<file path="src/sv/sbi_pkg.sv">
package sbi_pkg;

  // Default table size and hold length
  localparam int unsigned MaxEventSlots = 32;
  localparam int unsigned HoldReadsDef  = 8;

  // Hold counter width (covers hold lengths up to 15)
  localparam int unsigned HoldW = 4;

  // Opcodes of an input item
  localparam logic OpLoad = 1'b0;
  localparam logic OpRead = 1'b1;

  typedef struct packed {
    logic              opcode;
    logic [31:0]       event_frame;
    logic [15:0]       event_mask;
    logic [31:0]       retrace_now;
    logic [15:0]       pad_buttons;
    logic signed [7:0] pad_error;
  } in_t;

  typedef struct packed {
    logic [15:0]       buttons_out;
    logic signed [7:0] error_out;
    logic              load_accepted;
    logic [31:0]       reads_total;
  } out_t;

  // One table entry as stored in the event memory
  typedef struct packed {
    logic [31:0]      start_frame;
    logic [15:0]      mask;
    logic [HoldW-1:0] hold;
  } entry_t;

  typedef enum logic [1:0] {
    StIdle,
    StLoad,
    StWalk,
    StFinish
  } state_e;

endpackage

</file>
<file path="src/sv/sbi_ram.sv">
module sbi_ram #(
  parameter int unsigned Width = 8,
  parameter int unsigned Depth = 32,
  localparam int unsigned AddrW = (Depth > 1) ? $clog2(Depth) : 1
) (
  input  logic             clk_i,
  input  logic             we_i,
  input  logic [AddrW-1:0] waddr_i,
  input  logic [Width-1:0] wdata_i,
  input  logic             re_i,
  input  logic [AddrW-1:0] raddr_i,
  output logic [Width-1:0] rdata_o
);

  logic [Width-1:0] mem_q [Depth];
  logic [Width-1:0] rdata_q;

  // Write port
  always_ff @(posedge clk_i) begin
    if (we_i) begin
      mem_q[waddr_i] <= wdata_i;
    end
  end

  // Registered read port
  always_ff @(posedge clk_i) begin
    if (re_i) begin
      rdata_q <= mem_q[raddr_i];
    end
  end

  assign rdata_o = rdata_q;

endmodule

</file>
<file path="src/sv/scheduled_button_injector.sv">
// Channel | Dir | Handshake                      | Payload
// --------+-----+--------------------------------+-----------------------
// in      | in  | in_valid_i / in_stall_o        | in_i  (sbi_pkg::in_t)
// out     | out | out_valid_o / out_stall_i      | out_o (sbi_pkg::out_t)
//
// A load goes from accept to result register through accept, table write and finish.
// A pad read with events loaded goes through accept, the walk (one read issued per
// cycle, hold count written back in the next cycle, and a closing step to end the
// walk) and finish. With no events loaded a read skips the walk.
// Reset clears the control state, event count and read counter; the table needs
// no clearing since only loaded entries are read. A stalled output holds the
// finished item; a new item is accepted meanwhile but finishes only once it drains.
module scheduled_button_injector #(
  parameter int unsigned MaxSlots  = sbi_pkg::MaxEventSlots,
  parameter int unsigned HoldReads = sbi_pkg::HoldReadsDef
) (
  input  logic          clk_i,
  input  logic          rst_ni,
  input  logic          in_valid_i,
  output logic          in_stall_o,
  input  sbi_pkg::in_t  in_i,
  output logic          out_valid_o,
  input  logic          out_stall_i,
  output sbi_pkg::out_t out_o
);

  import sbi_pkg::*;

  localparam int unsigned IdxW = (MaxSlots > 1) ? $clog2(MaxSlots) : 1;
  localparam int unsigned CntW = $clog2(MaxSlots + 1);
  localparam int unsigned EntW = $bits(entry_t);

  state_e st_q, st_d;

  // Captured item and running results
  logic              op_q, op_d;
  logic [31:0]       frame_q, frame_d;
  logic [15:0]       mask_q, mask_d;
  logic [31:0]       now_q, now_d;
  logic [15:0]       btn_q, btn_d;
  logic signed [7:0] err_q, err_d;
  logic              acc_q, acc_d;

  // Table control
  logic [CntW-1:0] events_q, events_d;
  logic [31:0]     cnt_q, cnt_d;
  logic [CntW-1:0] rd_idx_q, rd_idx_d;
  logic [IdxW-1:0] proc_idx_q, proc_idx_d;
  logic            pend_q, pend_d;

  // Output register
  logic out_valid_q, out_valid_d;
  out_t out_q, out_d;

  // Memory ports
  logic            ram_we, ram_re;
  logic [IdxW-1:0] ram_waddr, ram_raddr;
  entry_t          ram_wdata, ram_rent;
  logic [EntW-1:0] ram_rdata;

  logic accept, issue, inj, fire, load_ok;

  assign accept  = in_valid_i && (st_q == StIdle);
  assign issue   = rd_idx_q < events_q;
  assign fire    = !out_valid_q || !out_stall_i;
  assign load_ok = (mask_q != 16'd0) && (events_q != CntW'(MaxSlots));
  assign ram_rent = entry_t'(ram_rdata);

  // Entry injects if started or already held, and not yet finished
  assign inj = pend_q && (st_q == StWalk) &&
               !(((ram_rent.hold == '0) && (now_q < ram_rent.start_frame)) ||
                 (ram_rent.hold >= HoldW'(HoldReads)));

  sbi_ram #(
    .Width (EntW),
    .Depth (MaxSlots)
  ) u_ram (
    .clk_i   (clk_i),
    .we_i    (ram_we),
    .waddr_i (ram_waddr),
    .wdata_i (ram_wdata),
    .re_i    (ram_re),
    .raddr_i (ram_raddr),
    .rdata_o (ram_rdata)
  );

  // Next state
  always_comb begin
    st_d = st_q;
    case (st_q)
      StIdle: begin
        if (in_valid_i) begin
          if (in_i.opcode == OpLoad) begin
            st_d = StLoad;
          end else if (events_q != '0) begin
            st_d = StWalk;
          end else begin
            st_d = StFinish;
          end
        end
      end
      StLoad: st_d = StFinish;
      StWalk: begin
        if (!issue && !pend_q) begin
          st_d = StFinish;
        end
      end
      StFinish: begin
        if (fire) begin
          st_d = StIdle;
        end
      end
      default: st_d = StIdle;
    endcase
  end

  // Datapath and memory control
  always_comb begin
    op_d        = op_q;
    frame_d     = frame_q;
    mask_d      = mask_q;
    now_d       = now_q;
    btn_d       = btn_q;
    err_d       = err_q;
    acc_d       = acc_q;
    events_d    = events_q;
    cnt_d       = cnt_q;
    rd_idx_d    = rd_idx_q;
    proc_idx_d  = proc_idx_q;
    pend_d      = 1'b0;
    ram_we      = 1'b0;
    ram_waddr   = proc_idx_q;
    ram_wdata   = ram_rent;
    ram_re      = 1'b0;
    ram_raddr   = rd_idx_q[IdxW-1:0];
    out_d       = out_q;
    out_valid_d = out_stall_i ? out_valid_q : 1'b0;
    case (st_q)
      StIdle: begin
        if (accept) begin
          op_d     = in_i.opcode;
          frame_d  = in_i.event_frame;
          mask_d   = in_i.event_mask;
          now_d    = in_i.retrace_now;
          btn_d    = in_i.pad_buttons;
          err_d    = in_i.pad_error;
          acc_d    = 1'b0;
          rd_idx_d = '0;
          if ((in_i.opcode == OpRead) && (events_q != '0)) begin
            cnt_d = cnt_q + 32'd1;
          end
        end
      end
      StLoad: begin
        // New entry always starts with a zero hold count
        acc_d     = load_ok;
        ram_we    = load_ok;
        ram_waddr = events_q[IdxW-1:0];
        ram_wdata = '{start_frame: frame_q, mask: mask_q, hold: '0};
        if (load_ok) begin
          events_d = events_q + CntW'(1);
        end
      end
      StWalk: begin
        // Issue next entry; write back the one read last cycle
        if (issue) begin
          ram_re     = 1'b1;
          pend_d     = 1'b1;
          proc_idx_d = rd_idx_q[IdxW-1:0];
          rd_idx_d   = rd_idx_q + CntW'(1);
        end
        if (inj) begin
          ram_we         = 1'b1;
          ram_wdata.hold = ram_rent.hold + HoldW'(1);
          btn_d          = btn_q | ram_rent.mask;
          err_d          = '0;
        end
      end
      StFinish: begin
        if (fire) begin
          out_valid_d = 1'b1;
          if (op_q == OpLoad) begin
            out_d = '{buttons_out: '0, error_out: '0, load_accepted: acc_q,
                      reads_total: cnt_q};
          end else begin
            out_d = '{buttons_out: btn_q, error_out: err_q, load_accepted: 1'b0,
                      reads_total: cnt_q};
          end
        end
      end
      default: ;
    endcase
  end

  // Control registers
  always_ff @(posedge clk_i or negedge rst_ni) begin
    if (!rst_ni) begin
      st_q        <= StIdle;
      events_q    <= '0;
      cnt_q       <= '0;
      rd_idx_q    <= '0;
      pend_q      <= 1'b0;
      out_valid_q <= 1'b0;
    end else begin
      st_q        <= st_d;
      events_q    <= events_d;
      cnt_q       <= cnt_d;
      rd_idx_q    <= rd_idx_d;
      pend_q      <= pend_d;
      out_valid_q <= out_valid_d;
    end
  end

  // Payload registers
  always_ff @(posedge clk_i) begin
    op_q       <= op_d;
    frame_q    <= frame_d;
    mask_q     <= mask_d;
    now_q      <= now_d;
    btn_q      <= btn_d;
    err_q      <= err_d;
    acc_q      <= acc_d;
    proc_idx_q <= proc_idx_d;
    out_q      <= out_d;
  end

  assign in_stall_o  = (st_q != StIdle);
  assign out_valid_o = out_valid_q;
  assign out_o       = out_q;

  // Event count never passes the table size
  assert property (@(posedge clk_i) disable iff (!rst_ni)
    events_q <= CntW'(MaxSlots))
    else $error("event count exceeds table size");

  // Write-back never targets the entry being read in the same cycle
  assert property (@(posedge clk_i) disable iff (!rst_ni)
    (ram_we && ram_re) |-> (ram_waddr != ram_raddr))
    else $error("event memory read and write collide");

  // A pending read-back only exists during the walk
  assert property (@(posedge clk_i) disable iff (!rst_ni)
    pend_q |-> (st_q == StWalk))
    else $error("pending entry outside walk");

  // Read counter moves only when a read is accepted with events loaded
  assert property (@(posedge clk_i) disable iff (!rst_ni)
    (accept && !((in_i.opcode == OpRead) && (events_q != '0))) |=> $stable(cnt_q))
    else $error("read counter changed without a counted read");

endmodule

</file>
<file path="config.mk">
export PLATFORM = sky130hd
export DESIGN_NAME = scheduled_button_injector
export DESIGN_NICKNAME = d
export VERILOG_FILES = /design/src/sv/sbi_pkg.sv /design/src/sv/sbi_ram.sv /design/src/sv/scheduled_button_injector.sv
export SDC_FILE = /design/constraint.sdc
export NUM_CORES = 2
export LEC_CHECK = 0
export ABC_CLOCK_PERIOD_IN_PS = 8800
export BUFFER_PORTS_ARGS = -buffer_cell sky130_fd_sc_hd__buf_2
export CAP_MARGIN = 25
export CORE_MARGIN = 1
export CORE_UTILIZATION = 35
export CTS_CLUSTER_DIAMETER = 30
export DETAILED_ROUTE_END_ITERATION = 8
export PLACE_DENSITY = 0.48
export SYNTH_ARGS = -nofsm -noshare
export SYNTH_HDL_FRONTEND = slang
export SYNTH_SLANG_ARGS = --single-unit
export TNS_END_PERCENT = 5
</file>
<file path="constraint.sdc">
create_clock -name clk_i -period 8.8 [get_ports clk_i]
set_input_delay 1.76 -clock clk_i [delete_from_list [all_inputs] [get_ports clk_i]]
set_output_delay 1.76 -clock clk_i [all_outputs]
set_load 0.01 [all_outputs]
</file>
# Yosys cells after proc, flatten, opt, wreduce, memory -nomap -nowiden
# Memories as Yosys holds them, arrays and structs flattened. A register that Yosys moved wholly into a read port is not among the register bits.
# Cells that the tools add are included.
dict set report totals {
  ff_bits 216
  mem_bits_rw 1664
  out_inout_bits 59
  elab_cells 97
  memories 1
}
# memory depth word_bits rd rd_clocked_by_memory_dff write_ports line_no
set memory_table {}
lappend memory_table {u_ram.mem_q 32 52 1 1 1 sbi_ram.sv:15} ;# logic [Width-1:0] mem_q [Depth];
dict set report op_classes {
  n_addsub 4
  order_cmp 3
  n_eq_ne 10
  mux 30
  bitwise 1
  reduce_logical 30
}
# op count
set ops {}
lappend ops {{$mux 48} 1}
lappend ops {{$add 32x1->32 const B} 1}
lappend ops {{$lt 32x32->1} 1}
lappend ops {{$mux 16} 2}
lappend ops {{$pmux 16 s2} 1}
lappend ops {{$mux 8} 2}
lappend ops {{$or 16x16->16} 1}
lappend ops {{$pmux 8 s2} 1}
lappend ops {{$reduce_bool 16->1} 1}
lappend ops {{$add 6x1->6 const B} 2}
lappend ops {{$mux 6} 2}
lappend ops {{$pmux 6 s2} 1}
lappend ops {{$reduce_and 3->1} 4}
lappend ops {{$mux 1} 10}
lappend ops {{$ne 2x2->1 const B} 5}
lappend ops {{$reduce_and 2->1} 5}
lappend ops {{$mux 2} 4}
lappend ops {{$pmux 2 s4} 1}
lappend ops {{$pmux 4 s2} 1}
lappend ops {{$logic_and 1x1->1} 7}
lappend ops {{$lt 6x6->1} 1}
lappend ops {{$ne 6x6->1 const B} 1}
lappend ops {{$reduce_bool 2->1} 3}
lappend ops {{$reduce_bool 6->1} 1}
lappend ops {{12 further kinds} 19}

# Depth between registers and ports, before layout
dict set report depth {
  ltp_word 9
  ltp_mapped 10
}

# Hierarchy
# From an unflattened synthesis, not the netlist that was laid out.
dict set report hier_totals {
  cells_unflattened 4376
  hier_area_um2 75787.7
}
# mod n_inst cells_per_inst area_per_inst_um2 seq_area_each_um2
set modules_own_cells {}
lappend modules_own_cells {sbi_ram 1 3641 66251.0 51529.4}
lappend modules_own_cells {scheduled_button_injector 1 735 9536.6 6246.0}

# Least setup slack after synthesis
# OpenSTA, ideal clock, no wires.
dict set report synth_path {
  kind {input to register}
  from {input port out_stall_i}
  to {register out_q, in the netlist out_o[0] (enable)}
  setup_time_ps 558
  t_arrival_ps 5927
  t_required_ps 8242
  path_slack_ps 2314
  stages 1
  path_buffers 0
  cell_sequence {a21boi_0}
}
dict set report synth_between {
  elab_chain_len 3
}
# item line_no
set synth_lines {}
lappend synth_lines {{start: declaration} scheduled_button_injector.sv:23} ;# input logic out_stall_i,
lappend synth_lines {{$logic_not 1->1} scheduled_button_injector.sv:65} ;# assign fire = !out_valid_q || !out_stall_i;
lappend synth_lines {{$logic_or 1x1->1} scheduled_button_injector.sv:65}
lappend synth_lines {{$reduce_and 2->1 (no line)} n/a}
lappend synth_lines {{end signal: assignment} scheduled_button_injector.sv:224} ;# out_q <= out_d;
lappend synth_lines {{end: declaration} scheduled_button_injector.sv:53} ;# out_t out_q, out_d;
# Every way passes these cells.
# A chain may end at the register's enable or synchronous reset.

# Final worst setup path
dict set report layout_path {
  from {register st_q[0]}
  to {memory u_ram.mem_q[17][47] (netlist bit) (enable)}
}
dict set report layout_between {
  elab_chain_len 7
  elab_cells_between_ends 9
  classes_between {2 x eq/ne; 5 x mux; 2 x reduce/logical}
}
# item line_no
set layout_lines {}
lappend layout_lines {{start: declaration} scheduled_button_injector.sv:33} ;# state_e st_q, st_d;
lappend layout_lines {{start signal: assignment} scheduled_button_injector.sv:198} ;# st_q <= StIdle;
lappend layout_lines {{start signal: assignment} scheduled_button_injector.sv:205} ;# st_q <= st_d;
lappend layout_lines {{$eq 2x2->1} {scheduled_button_injector.sv:70, scheduled_button_injector.sv:138}}
lappend layout_lines {{$logic_and 1x1->1 (2 in a row)} scheduled_button_injector.sv:70} ;# assign inj = pend_q && (st_q == StWalk) &&
lappend layout_lines {{$mux 1} scheduled_button_injector.sv:172} ;# if (inj) begin
lappend layout_lines {{$pmux 1 s2} scheduled_button_injector.sv:138} ;# case (st_q)
lappend layout_lines {{$mux 1} sbi_ram.sv:20} ;# if (we_i) begin
lappend layout_lines {{$mux 1 (implied by the code)} sbi_ram.sv:21} ;# mem_q[waddr_i] <= wdata_i;
lappend layout_lines {{end: declaration} sbi_ram.sv:15}
# Several ways; a longest one is shown, not always the timed one.

==> results.tsv <==
metric	value	unit
power.leakage	30.5	nW
grt_pass1_vias	37100	
fin_skew	0.0742	ns
seq_area_frac_synth	78.0	%
cap_violations	0	
synth_edf_count	1884	
combPwrFrac	18.6	%
synth.avg_cell_area	23.1	um^2
critPathKind	flop to flop	
required	9.31	ns
ctsRootBufferMaster	clkbuf_16	
syn_nets	3364	
antenna_found_initial	31	
status	complete, no violations	
p_int	25.3	mW
cp-startpoint	st_q[0]	
min_period_over_period	57.4	%
design.core.area	210000	um^2
yosysMostFrequentCell	edfxtp_1	
insertion_delay	0.95	ns
netlist_instances	3209	
highest_layer	met5	
route.met2.wl	91300	um
cts_setup_buffers	0	
cts_max_level	5	
p_per_area	372	nW/um^2
routabilityCongestion	0.750	
power_frac_seq	36.2	%
cts.hold.buffers_added	0	
synth_area	74100	um^2
synth_commonest_cells	edfxtp_1 (1,884), mux4_2 (520), nor2_1 (94), clkbuf_1 (93), nand2_1 (74)	
wl_met1	86000	um
preCtsSetupSlack	3.74	ns
ys_top_cells_by_area	edfxtp_1 (76%), mux4_2 (16%), dfrtp_1 (1.6%), mux2_2 (1.1%), ha_1 (0.78%)	
start_util	35.3	%
die_y	462	um
track_usage	18.4	%
max_freq	198	MHz
fin_crit	5.05	ns
wire_per_inst	28.0	um
dieArea	214000	um^2
post_synth_num_cell_types	50	
dr.pass1.iters	5	
worstSetupStartpointType	flop	
drt_iter0_markers	3478	
r2r-start	st_q[0]	
fin_setup_tns	0	ns
num_rows	168	
timing.hold.ws	0.467	ns
min_path_type	flop to flop	
worstRegToRegCells	12	
cp.arrival	5.56	ns
peakVddDrop	0.000319	V
cts_buffers	437	
gr-total-overflow	0	
netSwitchingFraction	27.3	%
clk_pin_slew	0.04	ns
tritoncts	done	
avgViaCountPerCell	5.13	
portBuffers	167	
total_power	34.8	mW
rsz0062_at_grt	false	
ys_seq_elements	1932	
maxSlewViolCount	0	
r2r_slack	3.75	ns
numClockSinks	1932	
place_hpwl	109000	um
setup_ws	3.75	ns
clock_power_share	45.2	%
drc_errors	0	
timing.rr.end	u_ram.mem_q[17][47]	
p_switching	9.50	mW
dp_cells	6130	
relSlewSlack	30.3	%
ys.flop_type	edfxtp_1	
synth_warnings	0	
clock_path_buffers	4	
critPathMaxFanout	59	
setup_viol	0	
cp-endpoint	u_ram.mem_q[17][47]	
ios	168	
drive_gt1_share	38.6	%
totalWireLength	194000	um
grt_pass1_wl	278000	um
fp.dieW	462	um
async_reset_ff_share	2.48	%
vias	35500	
tightest_slew	1.05	ns
syn_to_final_growth	26.2	%
yosysTopAreaCell	edfxtp_1	
wl_met3	12600	um
nNetsFinal	3923	
hold_violations	0	
cts_resized	0	
grt_max_degree	133	
synth.top_cell.area_share	76.3	%
ant_nets	0	
crit_path_end_kind	flop	
fin_cells	6928	
[worst min-delay path by stage]
stage                     cells past startpoint   endpoint       from  slack (ns)
after detailed placement                      0  out_o[30]  cnt_q[30]        0.46
after CTS                                     1  cnt_q[31]  cnt_q[31]        0.47
after global placement                        1  cnt_q[31]  cnt_q[31]        0.46
after floorplan                               0  out_o[30]  cnt_q[30]        0.42
final                                         1  cnt_q[31]  cnt_q[31]        0.47
after global routing                          1  cnt_q[31]  cnt_q[31]        0.48
[state kept, by name (all words and copies together), names as in the netlist, 16 cells and up]
| name | cells |
|---|---|
| u_ram.mem_q | 1664 |
| out_o | 57 |
| u_ram.rdata_o | 52 |
| cnt_q | 32 |
| frame_q | 32 |
| now_q | 32 |
| btn_q | 16 |
| mask_q | 16 |
[stage by stage]
| step | util (%) | instance area (um^2) |
|---|---|---|
| 6_report | 44.5 | 93500 |
| 5_1_grt | 44.5 | 93500 |
| 4_1_cts | 44.5 | 93400 |
| 3_5_place_dp | 37.6 | 79000 |
| 3_3_place_gp | 37.6 | 78900 |
| 2_1_floorplan | - | 74100 |
[power by group through the flow]
| stage | clock, mW | combinational, mW | sequential, mW |
|---|---|---|---|
| after global routing | 16.5 | 7.02 | 12.7 |
| after global placement | 0 | 6.56 | 12.8 |
| after detailed placement | 0 | 6.62 | 12.8 |
| after CTS | 16.0 | 6.64 | 12.6 |
| after floorplan | 0 | 3.85 | 12.7 |
| final | 15.7 | 6.49 | 12.6 |
[cell usage in the layout, fill, tap and decap left out, drive strengths merged, types with 9 or more instances in the layout]
cell	Yosys	layout
a21oi	33	33
and2	27	27
and3	11	11
buf	56	269
bufinv	0	56
clkbuf	93	498
clkinv	0	170
clkinvlp	0	50
dfrtp	48	48
edfxtp	1884	1884
ha	46	46
inv	51	67
mux2	71	71
mux4	520	520
nand2	74	74
nand3	19	19
nand4	18	18
nor2	94	94
nor2b	9	9
o21ai	50	50
xnor2	22	22
xor2	14	14
[worst max-delay path: stages, from the launching register on]
cell       delay, ns
dfrtp_1         0.42
inv_1           0.12
ha_2            0.17
buf_4           0.46
nand2_1         0.34
nor2_1          0.20
nand2_1         0.09
a311oi_1        0.31
nor2_1          0.29
o2bb2ai_1       0.43
buf_4           0.30
nor2_4          0.75
buf_4           0.68
[metal layers]
layer  global-route usage [%]  vias to the layer above
li1                         -                    14900
met1                     25.8                    19100
met2                     28.5                     1222
met3                     4.39                      347
met4                     5.25                       12
met5                        0                        -
[cell families (layout without fill, tap and decap cells)]
group                    after synthesis  count (layout)  share of synthesized area [%]
AO/OA/AOI/OAI                        114             114                          0.903
flip-flops                          1932            1932                           78.0
XOR/XNOR                              36              36                          0.425
multiplexers                         596             596                           16.9
adder cells (fa/ha/maj)               46              46                          0.777
other                                  0               4                              0
buffers and inverters                200            1110                           1.15
AND/OR/NAND/NOR                      285             285                           1.84
[layout make-up]
class / instances / area [um^2]
fillers: 17700 / 116000
flip-flops and latches: 1932 / 57800
multi-input cells: 1077 / 15800
clock buffers: 498 / 11300
well taps: 2805 / 3510
clock inverters: 292 / 3130
repair buffers: 269 / 1780
inverters: 51 / 194
diodes: 4 / 10.0
No activity file was read; power rests on OpenSTA's default activity.
